File: src/rtl/assert_macros.svh
// Assertion macros for the RTL files; the positional list engine includes them.
`ifndef ASSERT_MACROS_SVH
`define ASSERT_MACROS_SVH
`ifndef SYNTH
// Check an implication on every rising clock edge outside reset.
`define PLE_ASSERT(lbl, prop, msg) \
  lbl: assert property (@(posedge clk_i) disable iff (!rst_ni) (prop)) else $error(msg);
// Check that a condition never holds on any rising clock edge outside reset.
`define PLE_ASSERT_NEVER(lbl, cond, msg) \
  lbl: assert property (@(posedge clk_i) disable iff (!rst_ni) !(cond)) else $error(msg);
`else
`define PLE_ASSERT(lbl, prop, msg)
`define PLE_ASSERT_NEVER(lbl, cond, msg)
`endif
`endif

File: src/rtl/ple_pkg.sv
// Types, constants and helpers of the positional list engine.
package ple_pkg;

  localparam int CAPACITY    = 64;
  localparam int ENTRY_WIDTH = 32;
  localparam int VALUE_W     = 32;
  localparam int POS_W       = 7;
  localparam int COUNT_W     = 7;
  localparam int ADDR_W      = $clog2(CAPACITY);
  localparam int CNT_W       = $clog2(CAPACITY + 1);
  localparam int CMP_W       = (CNT_W > POS_W) ? CNT_W : POS_W;

  typedef enum logic [2:0] {
    OP_INS_HEAD = 3'd0,
    OP_INS_TAIL = 3'd1,
    OP_INS_POS  = 3'd2,
    OP_REM_HEAD = 3'd3,
    OP_REM_TAIL = 3'd4,
    OP_REM_POS  = 3'd5,
    OP_READ_POS = 3'd6
  } opcode_e;

  typedef enum logic [1:0] {
    ST_OK    = 2'd0,
    ST_RANGE = 2'd1,
    ST_EMPTY = 2'd2,
    ST_FULL  = 2'd3
  } status_e;

  typedef enum logic [2:0] {
    S_IDLE,
    S_INS,
    S_REM_CAP,
    S_REM,
    S_RD_CAP
  } state_e;

  typedef struct packed {
    logic                   we;
    logic [ADDR_W-1:0]      waddr;
    logic [ENTRY_WIDTH-1:0] wdata;
    logic [ADDR_W-1:0]      raddr;
  } mem_req_t;

  function automatic logic [ENTRY_WIDTH-1:0] to_entry(logic [VALUE_W-1:0] v);
    logic [63:0] w;
    w = 64'(v);
    return w[ENTRY_WIDTH-1:0];
  endfunction

  function automatic logic [VALUE_W-1:0] from_entry(logic [ENTRY_WIDTH-1:0] e);
    logic [63:0] w;
    w = 64'(e);
    return w[VALUE_W-1:0];
  endfunction

endpackage

File: src/rtl/ple_mem.sv
// Entry store: one write port, one read port with registered read data.
module ple_mem
  import ple_pkg::*;
(
  input  logic                   clk_i,
  input  mem_req_t               req_i,
  output logic [ENTRY_WIDTH-1:0] rdata_o
);

  logic [ENTRY_WIDTH-1:0] mem [CAPACITY];

  always_ff @(posedge clk_i) begin
    if (req_i.we) begin
      mem[req_i.waddr] <= req_i.wdata;
    end
    rdata_o <= mem[req_i.raddr];
  end

endmodule

File: src/rtl/positional_list_engine.sv
// Positional list engine: bounded ordered list of handles kept in one memory.
//
// Command channel: drive opcode_i, position_i and entry_value_i with start_i;
// the command is taken at a rising edge where start_i is high and busy_o low.
// Result channel: result_valid_o is high for exactly one cycle with
// result_value_o, status_o and entry_count_o; the receiver cannot stall it.
// A rejected command or unused opcode answers in the cycle after it is
// taken and leaves busy_o low. A read captures the addressed entry in
// S_RD_CAP, then answers. Each moved entry passes through the single read
// port and single write port of the entry memory, and the last moved entry
// is drained before the result. An insert at position p into a list of n
// entries moves the n - p entries from p up; a removal at p moves the
// entries above p down. One command is in flight at a time; busy_o stays
// high until its result is shown.
// Reset empties the list; the memory itself is not cleared, since only
// entries below the count are ever read.
`include "assert_macros.svh"
module positional_list_engine
  import ple_pkg::*;
(
  input  logic               clk_i,
  input  logic               rst_ni,
  input  logic               start_i,
  output logic               busy_o,
  input  logic [2:0]         opcode_i,
  input  logic [POS_W-1:0]   position_i,
  input  logic [VALUE_W-1:0] entry_value_i,
  output logic               result_valid_o,
  output logic [VALUE_W-1:0] result_value_o,
  output logic [1:0]         status_o,
  output logic [COUNT_W-1:0] entry_count_o
);

  state_e                 state_q, state_d;
  logic [CNT_W-1:0]       count_q, count_d;
  logic                   done_q, done_d;
  logic                   pend_q, pend_d;
  logic [CNT_W-1:0]       idx_q, idx_d;
  logic [CNT_W-1:0]       pos_q, pos_d;
  logic [ADDR_W-1:0]      wa_q, wa_d;
  logic [ENTRY_WIDTH-1:0] val_q, val_d;
  logic [ENTRY_WIDTH-1:0] res_q, res_d;
  logic [VALUE_W-1:0]     out_val_q, out_val_d;
  status_e                out_st_q, out_st_d;

  mem_req_t               mem_req;
  logic [ENTRY_WIDTH-1:0] mem_rdata;

  logic [CMP_W-1:0]       pos_ext, cnt_ext, ins_p, rem_p;
  logic                   accept;

  ple_mem u_mem (
    .clk_i   (clk_i),
    .req_i   (mem_req),
    .rdata_o (mem_rdata)
  );

  assign accept  = start_i && (state_q == S_IDLE);
  assign pos_ext = CMP_W'(position_i);
  assign cnt_ext = CMP_W'(count_q);

  always_comb begin
    state_d   = state_q;
    count_d   = count_q;
    done_d    = 1'b0;
    pend_d    = pend_q;
    idx_d     = idx_q;
    pos_d     = pos_q;
    wa_d      = wa_q;
    val_d     = val_q;
    res_d     = res_q;
    out_val_d = out_val_q;
    out_st_d  = out_st_q;
    mem_req   = '{we: 1'b0, waddr: wa_q, wdata: mem_rdata, raddr: idx_q[ADDR_W-1:0]};
    ins_p     = '0;
    rem_p     = '0;

    unique case (state_q)
      S_IDLE: begin
        if (accept) begin
          out_val_d = '0;
          out_st_d  = ST_OK;
          val_d     = to_entry(entry_value_i);
          pend_d    = 1'b0;
          unique case (opcode_i)
            OP_INS_HEAD, OP_INS_TAIL, OP_INS_POS: begin
              ins_p = (opcode_i == OP_INS_HEAD) ? '0 :
                      (opcode_i == OP_INS_TAIL) ? cnt_ext : pos_ext;
              if (ins_p > cnt_ext) begin
                out_st_d = ST_RANGE;
                done_d   = 1'b1;
              end else if (count_q == CNT_W'(CAPACITY)) begin
                out_st_d = ST_FULL;
                done_d   = 1'b1;
              end else begin
                pos_d   = ins_p[CNT_W-1:0];
                idx_d   = count_q;
                state_d = S_INS;
              end
            end
            OP_REM_HEAD, OP_REM_TAIL, OP_REM_POS: begin
              rem_p = (opcode_i == OP_REM_HEAD) ? '0 :
                      (opcode_i == OP_REM_TAIL) ? cnt_ext - CMP_W'(1) : pos_ext;
              if (count_q == '0) begin
                out_st_d = ST_EMPTY;
                done_d   = 1'b1;
              end else if (rem_p >= cnt_ext) begin
                out_st_d = ST_RANGE;
                done_d   = 1'b1;
              end else begin
                pos_d         = rem_p[CNT_W-1:0];
                mem_req.raddr = rem_p[ADDR_W-1:0];
                state_d       = S_REM_CAP;
              end
            end
            OP_READ_POS: begin
              if (pos_ext >= cnt_ext) begin
                out_st_d = ST_RANGE;
                done_d   = 1'b1;
              end else begin
                mem_req.raddr = position_i[ADDR_W-1:0];
                state_d       = S_RD_CAP;
              end
            end
            default: begin
              done_d = 1'b1;
            end
          endcase
        end
      end

      S_INS: begin
        // Walk down from the tail: read i-1, write it to i the cycle after.
        if (pend_q) begin
          mem_req.we = 1'b1;
        end
        if (idx_q > pos_q) begin
          mem_req.raddr = ADDR_W'(idx_q - CNT_W'(1));
          wa_d          = idx_q[ADDR_W-1:0];
          pend_d        = 1'b1;
          idx_d         = idx_q - CNT_W'(1);
        end else if (pend_q) begin
          pend_d = 1'b0;
        end else begin
          mem_req.we    = 1'b1;
          mem_req.waddr = pos_q[ADDR_W-1:0];
          mem_req.wdata = val_q;
          count_d       = count_q + CNT_W'(1);
          done_d        = 1'b1;
          state_d       = S_IDLE;
        end
      end

      S_REM_CAP: begin
        res_d   = mem_rdata;
        idx_d   = pos_q;
        pend_d  = 1'b0;
        state_d = S_REM;
      end

      S_REM: begin
        // Walk up from the gap: read i+1, write it to i the cycle after.
        if (pend_q) begin
          mem_req.we = 1'b1;
        end
        if ((idx_q + CNT_W'(1)) < count_q) begin
          mem_req.raddr = ADDR_W'(idx_q + CNT_W'(1));
          wa_d          = idx_q[ADDR_W-1:0];
          pend_d        = 1'b1;
          idx_d         = idx_q + CNT_W'(1);
        end else if (pend_q) begin
          pend_d = 1'b0;
        end else begin
          count_d   = count_q - CNT_W'(1);
          out_val_d = from_entry(res_q);
          done_d    = 1'b1;
          state_d   = S_IDLE;
        end
      end

      S_RD_CAP: begin
        out_val_d = from_entry(mem_rdata);
        done_d    = 1'b1;
        state_d   = S_IDLE;
      end

      default: begin
        state_d = S_IDLE;
      end
    endcase
  end

  always_ff @(posedge clk_i or negedge rst_ni) begin
    if (!rst_ni) begin
      state_q <= S_IDLE;
      count_q <= '0;
      done_q  <= 1'b0;
      pend_q  <= 1'b0;
    end else begin
      state_q <= state_d;
      count_q <= count_d;
      done_q  <= done_d;
      pend_q  <= pend_d;
    end
  end

  always_ff @(posedge clk_i) begin
    idx_q     <= idx_d;
    pos_q     <= pos_d;
    wa_q      <= wa_d;
    val_q     <= val_d;
    res_q     <= res_d;
    out_val_q <= out_val_d;
    out_st_q  <= out_st_d;
  end

  assign busy_o         = (state_q != S_IDLE);
  assign result_valid_o = done_q;
  assign result_value_o = out_val_q;
  assign status_o       = out_st_q;
  assign entry_count_o  = COUNT_W'(count_q);

  `PLE_ASSERT(a_err_zero, done_q && out_st_q != ST_OK |-> out_val_q == '0, "error result not zero")
  `PLE_ASSERT_NEVER(a_cnt_cap, count_q > CNT_W'(CAPACITY), "count beyond capacity")
  `PLE_ASSERT(a_cnt_with_result, !$stable(count_q) |-> done_q, "count moved without a result")
  `PLE_ASSERT(a_full_cnt, done_q && out_st_q == ST_FULL |-> count_q == CNT_W'(CAPACITY),
              "full flagged below capacity")
  `PLE_ASSERT(a_we_busy, mem_req.we |-> state_q != S_IDLE, "memory write while idle")

endmodule
File: config.mk
export PLATFORM = sky130hd
export DESIGN_NAME = positional_list_engine
export DESIGN_NICKNAME = d
export VERILOG_FILES = /design/src/rtl/ple_pkg.sv /design/src/rtl/ple_mem.sv /design/src/rtl/positional_list_engine.sv
export VERILOG_INCLUDE_DIRS = /design/src /design/src/rtl
export SDC_FILE = /design/constraint.sdc
export NUM_CORES = 2
export LEC_CHECK = 0
export CAP_MARGIN = 20
export CORE_MARGIN = 1.5
export CORE_UTILIZATION = 30
export CTS_CLUSTER_SIZE = 20
export DETAILED_ROUTE_END_ITERATION = 10
export DONT_BUFFER_PORTS = 1
export HOLD_SLACK_MARGIN = 0.15
export SETUP_SLACK_MARGIN = 0.02
export SYNTH_ARGS = -nofsm -noshare
export SYNTH_HDL_FRONTEND = slang
export SYNTH_SLANG_ARGS = --single-unit
File: constraint.sdc
create_clock -name clk_i -period 6.6 [get_ports clk_i]
set_input_delay 1.98 -clock clk_i [delete_from_list [all_inputs] [get_ports clk_i]]
set_output_delay 1.98 -clock clk_i [all_outputs]
set_load 0.01 [all_outputs]
[Word-level counts from Yosys, hierarchy flattened]
Memory sizes are Yosys's and may differ from the RTL's. A register that Yosys moved wholly into a read port is not among the register bits.
Index checks and enable logic that the tools add are counted.
Word-level totals
  memory bits (writable): 2048
  register bits: 130
  bits of input ports: 45
  logic and storage cells: 146
  memories: 1
  output and inout bits: 43
Memories
  u_mem.mem: depth 64, bits a word 32, read ports 1, clocked after Yosys merged registers in 1, wr ports 1, RTL line ple_mem.sv:10  | logic [ENTRY_WIDTH-1:0] mem [CAPACITY];
Cells by class
  equality and inequality tests: 31
  multiplexer cells: 75
  reduce and logical (&&, ||, !) cells: 19
  $lt $le $gt $ge: 5
  add/sub/neg operators: 4
Operators with widths (count)
  $mux W7: 18
  $mux W32: 3
  $pmux W32 S3: 1
  $mux W39: 2
  $mux W6: 8
  $mux W38: 1
  $pmux W7 S2: 2
  $pmux W7 S4: 1
  $mux W3: 9
  $ne A2 B2 Y1 const B: 13
  $pmux W6 S2: 2
  $pmux W6 S3: 1
  $mux W1: 17
  $ne A3 B3 Y1 const B: 5
  $add A7 B1 Y7 const B: 2
  $ge A7 B7 Y1: 2
  $gt A7 B7 Y1: 2
  $reduce_and A7 Y1: 2
  $sub A7 B1 Y7 const B: 2
  $eq A3 B2 Y1 const B: 4
  $eq A3 B3 Y1 const B: 4
  $pmux W3 S4: 1
  $pmux W3 S3: 1
  $reduce_and A9 Y1: 1
  other kinds (21): 30

[Logic depth before layout (Yosys ltp)]
  depth after elaboration: 9
  gate-level depth with buffers: 25

[Modules after synthesis]
Synthesis repeated with hierarchy kept, for this count alone.
Second synthesis, totals
  cell total of the unflattened synthesis: 4138
  area, all modules: 86249.0 um2
By module, submodules not included
  ple_mem: cells each 3511, area an instance 79039.6 um2, times used 1
  positional_list_engine: cells each 627, area an instance 7209.4 um2, times used 1

[Worst setup path after synthesis]
OpenSTA, ideal clock, no wires.
  path kind: input to register
  start point: input opcode_i[2]
  end point: register u_mem.rdata_o[18] (read register of u_mem.mem)
  arrival: 6502 ps
  setup slack: -33 ps
  data required time: 6469 ps
  cell stages on the path: 24
  setup time: 131 ps
  cells stage by stage: clkbuf_1 -> nor2b_1 -> clkbuf_1 -> nor2_1 -> a221oi_1 -> inv_1 -> ha_1 -> nand2b_1 -> a311oi_1 -> a2111oi_2 -> a2111oi_1 -> o2111a_1 -> a211o_1 -> buf_2 -> a21o_1 -> buf_6 -> buf_6 -> buf_6 -> buf_2 -> mux2i_1 -> mux2i_1 -> a22o_1 -> a2111oi_0 -> nand3_1
On the way
  word-level cells in the longest chain between the ends: 9
  elaborated cells on any way between the ends: 13
  those cells by class: order compare (1); eq/ne (4); mux (7); reduce/logical (1)
Ends and longest elaborated chain
  start, declared: RTL line positional_list_engine.sv:25  | input logic [2:0] opcode_i,
  $eq A3 B3 Y1: RTL line positional_list_engine.sv:85, positional_list_engine.sv:103
  $mux W7: RTL line positional_list_engine.sv:103  | (opcode_i == OP_REM_TAIL) ? cnt_ext - CMP_W'(1) : pos_ext;
  $mux W7: RTL line positional_list_engine.sv:102  | rem_p = (opcode_i == OP_REM_HEAD) ? '0 :
  $ge A7 B7 Y1: RTL line positional_list_engine.sv:107  | end else if (rem_p >= cnt_ext) begin
  $mux W6: RTL line positional_list_engine.sv:107
  $mux W6: RTL line positional_list_engine.sv:104  | if (count_q == '0) begin
  $pmux W6 S2 (*): RTL line positional_list_engine.sv:85  | unique case (opcode_i)
  $mux W6 (*): RTL line positional_list_engine.sv:80  | if (accept) begin
  $pmux W6 S3 (*): RTL line positional_list_engine.sv:78  | unique case (state_q)
  end, declared: RTL line ple_mem.sv:7  | output logic [ENTRY_WIDTH-1:0] rdata_o
Mark *: on every way between the ends. The rest lies on a longest branch, timed or not.
A chain may end at the register's enable or synchronous reset.

[Final worst setup path]
  start point: input opcode_i[0]
  end point: register u_mem.rdata_o[25] (read register of u_mem.mem)
The elaborated chain is that of the path after synthesis.

==> results.yml <==
sta:
  finalCritPeriodShare_pct: 99.2
  finalSetupViolations: 0
  max_slew.worst_pin.slew_ns: 1.21
  hold_viol_final: 0
  worst_slack_ns: 0.0517
  max_freq_mhz: 153
  fin_crit_ns: 6.55
  slew-limit-headroom_pct: 19.1
  tns_ns: 0
  report.final.slew_viol_count: 0
  finClkSkew_ns: 0.0367
clock_tree:
  cts-hold-fix-buffers: 0
  numCtsBuffers: 211
  clockBufferDepth: 3
  insertion_delay_ns: 0.87
  cts_tree: "done"
  cts-htree-levels: 4
  path_clk_slew_ns: 0.07
  cts_root_buf: "clkbuf_16"
  cts_sinks: 2210
routing:
  wl_per_cell_um: 25.0
  dr.pass1.iters: 11
  antenna_left: 0
  vias: 56700
  drt_iter0_markers: 7373
  via_per_inst: 5.19
  wl_um: 273000
  drc: 38
place:
  place_congestion: 0.908
  io_buffers: 0
  dp_slack_ns: -1.12
  dp.cells: 10500
  hpwlAfterDp_um: 164000
die:
  dieArea_um2: 299000
  rows: 199
  die_h_um: 547
  start_util_pct: 30.2
  die_x_um: 547
  core_um2: 294000
  boundaryPins: 88
logic_synthesis:
  synth_ff_type: "edfxtp_1"
  yosys.area.top_type_share_pct: 73.4
  synthArstFlopShare_pct: 0.543
  avgSynthCellArea_um2: 13.8
  yosysUniqueCellTypes: 70
  synth_edf_count: 2166
  netlist_area_um2: 88600
  synth_top_area_cell: "edfxtp_1"
  syn_nets: 6515
  synth_seq_cells: 2210
  synth_warnings: 0
  synth_area_leaders: "edfxtp_1 (73%), nand2_1 (6.4%), nand3_1 (5.0%)"
  synth-seq-area-share_pct: 74.4
  netlist_instances: 6433
finish:
  area_delta_synth_final_pct: 18.5
  fill_cells: 27800
  finalNetCount: 6882
  final_cells: 10900
  drive_above_1_share_pct: 14.4
critical_path:
  cp_max_fo: 95
  start_kind: "input port"
  critPathCaptureType: "flip-flop"
  arrival_ns: 7.27
  worstSetupPathType: "input port to flip-flop"
  cp_data_required_time_ns: 7.33
global_route:
  antenna_found_initial: 12
  grt_start_max_net_pins: 96
  grt_pass1_vias: 53800
  overflow: 0
  grt_pass1_wl_um: 389000
  grt_usage_pct: 17.7
worst_hold_path:
  min_path_type: "flip-flop to flip-flop"
status:
  violations: "design-rule violations"
  status: "finished with violations"
job:
  max-cap-violations: 0
[registers in the layout, summed over array words and instances (netlist names), 2 cells and up]
signal / cells
result_value_o: 32
wa_q: 6
u_mem.mem: 2048
idx_q: 7
res_q: 32
state_q: 3
entry_count_o: 7
status_o: 2
val_q: 32
u_mem.rdata_o: 32
pos_q: 7
[final cells by class]
class                   count  area [um2]  share of cell area [%]
flip-flops and latches   2210       66000                    62.8
multi-input cells        3709       21200                    20.2
clock buffers             282        5700                    5.43
repair buffers            559        5590                    5.32
well taps                3919        4900                    4.67
clock inverters           115        1170                    1.11
inverters                 109         409                   0.390
diodes                     13        32.5                  0.0310
[synthesized netlist by cell type, types with 4 or more instances]
| library cell | instances |
|---|---|
| edfxtp_1 | 2166 |
| nand2_1 | 1501 |
| nand3_1 | 879 |
| mux2i_1 | 340 |
| clkbuf_1 | 269 |
| a211oi_1 | 162 |
| nor2_1 | 114 |
| inv_1 | 109 |
| nand4_1 | 94 |
| a311oi_1 | 91 |
| a21oi_1 | 71 |
| buf_2 | 71 |
| buf_1 | 54 |
| a22oi_1 | 48 |
| mux2_2 | 42 |
| ha_1 | 37 |
| a22o_1 | 36 |
| dfxtp_1 | 32 |
| o21ai_0 | 32 |
| a31oi_1 | 30 |
| a2111oi_0 | 29 |
| or3_1 | 29 |
| xnor2_1 | 19 |
| nand2b_1 | 17 |
| a221oi_1 | 13 |
| dfrtp_1 | 12 |
| o21a_1 | 11 |
| and3_1 | 10 |
| buf_6 | 10 |
| nor3_1 | 10 |
| nand3b_1 | 7 |
| o22ai_1 | 7 |
| a21o_1 | 5 |
| nor2b_1 | 5 |
| or2_2 | 5 |
| a21boi_0 | 4 |
| nor3b_1 | 4 |
| o31ai_1 | 4 |
| or4_1 | 4 |
[cell usage in the layout, fill, tap and decap left out, drive strengths merged, types with 34 or more instances in the layout]
| cell type | Yosys | final |
|---|---|---|
| nand2 | 1501 | 1501 |
| nand4 | 95 | 95 |
| a21oi | 71 | 71 |
| a311oi | 91 | 91 |
| a22o | 36 | 36 |
| a22oi | 48 | 48 |
| a211oi | 162 | 162 |
| mux2i | 340 | 340 |
| nor2 | 114 | 114 |
| edfxtp | 2166 | 2166 |
| buf | 136 | 557 |
| clkbuf | 269 | 283 |
| ha | 37 | 37 |
| clkinv | 0 | 85 |
| inv | 109 | 119 |
| nand3 | 879 | 879 |
| o21ai | 34 | 34 |
| mux2 | 42 | 42 |
[final timing paths]
path,from,endpoint,slack [ns],depth (start not counted)
setup / recovery,opcode_i[0],u_mem.rdata_o[25],0.05,20
hold / removal,u_mem.rdata_o[30],res_q[30],0.48,0
setup reg to reg,entry_count_o[4],u_mem.rdata_o[25],0.40,19
hold reg to reg,u_mem.rdata_o[30],res_q[30],0.48,0
max in group asynchronous,rst_ni,state_q[0],5.73,0
min in group asynchronous,rst_ni,result_valid_o,0.80,0
[per-stage QoR]
step           hold slack (ns)  area (um2)  util, %
2_1_floorplan            0.427       88600        -
3_3_place_gp             0.454       97900     33.3
3_5_place_dp             0.454       98000     33.3
4_1_cts                  0.470      105000     35.7
5_1_grt                  0.491      105000     35.7
6_report                 0.476      105000     35.7
[kinds of logic (layout without fill, tap and decap cells)]
kind of cell             after synthesis  after routing  share of synthesized area (%)
AO/OA/AOI/OAI                        578            578                           4.86
AND/OR/NAND/NOR                     2691           2691                           13.2
adder cells (fa/ha/maj)               37             37                          0.522
buffers and inverters                514           1065                           2.37
other                                  0             13                              0
XOR/XNOR                              21             21                          0.207
multiplexers                         382            382                           4.37
flip-flops                          2210           2210                           74.4
[critical path, stage by stage]
cell	delay, ns
or3b_1	0.40
o22ai_1	0.16
a21oi_1	0.09
ha_1	0.32
a21o_1	0.13
a311oi_1	0.05
a2111oi_2	0.44
a2111oi_2	0.08
o2111a_2	0.30
a211o_2	0.43
a21o_4	0.25
buf_4	0.18
buf_4	0.20
buf_12	0.23
buf_4	0.40
nand2_1	0.14
nand3_1	0.09
nand3_1	0.10
nand4_1	0.56
or3_1	0.58
[timing repair]
item / 4_1_cts / 5_1_grt
cloned: 1 / 1
pin swaps: 2 / 4
setup buffers: 0 / 1
endpoints found under the setup margin: 4 / 8
endpoints found under the hold margin: 0 / 0
gates resized for setup: 3 / 5
[per-layer routing]
metal	vias up	routed length [um]	track usage (%)
li1	24800	-	-
met1	28600	109000	23.4
met2	2799	127000	28.6
met3	470	24800	3.25
met4	2	11600	7.48
met5	-	20	0
Power is not shown: default switching activity piles up to over one toggle a cycle in this logic, so the estimate is an artifact.
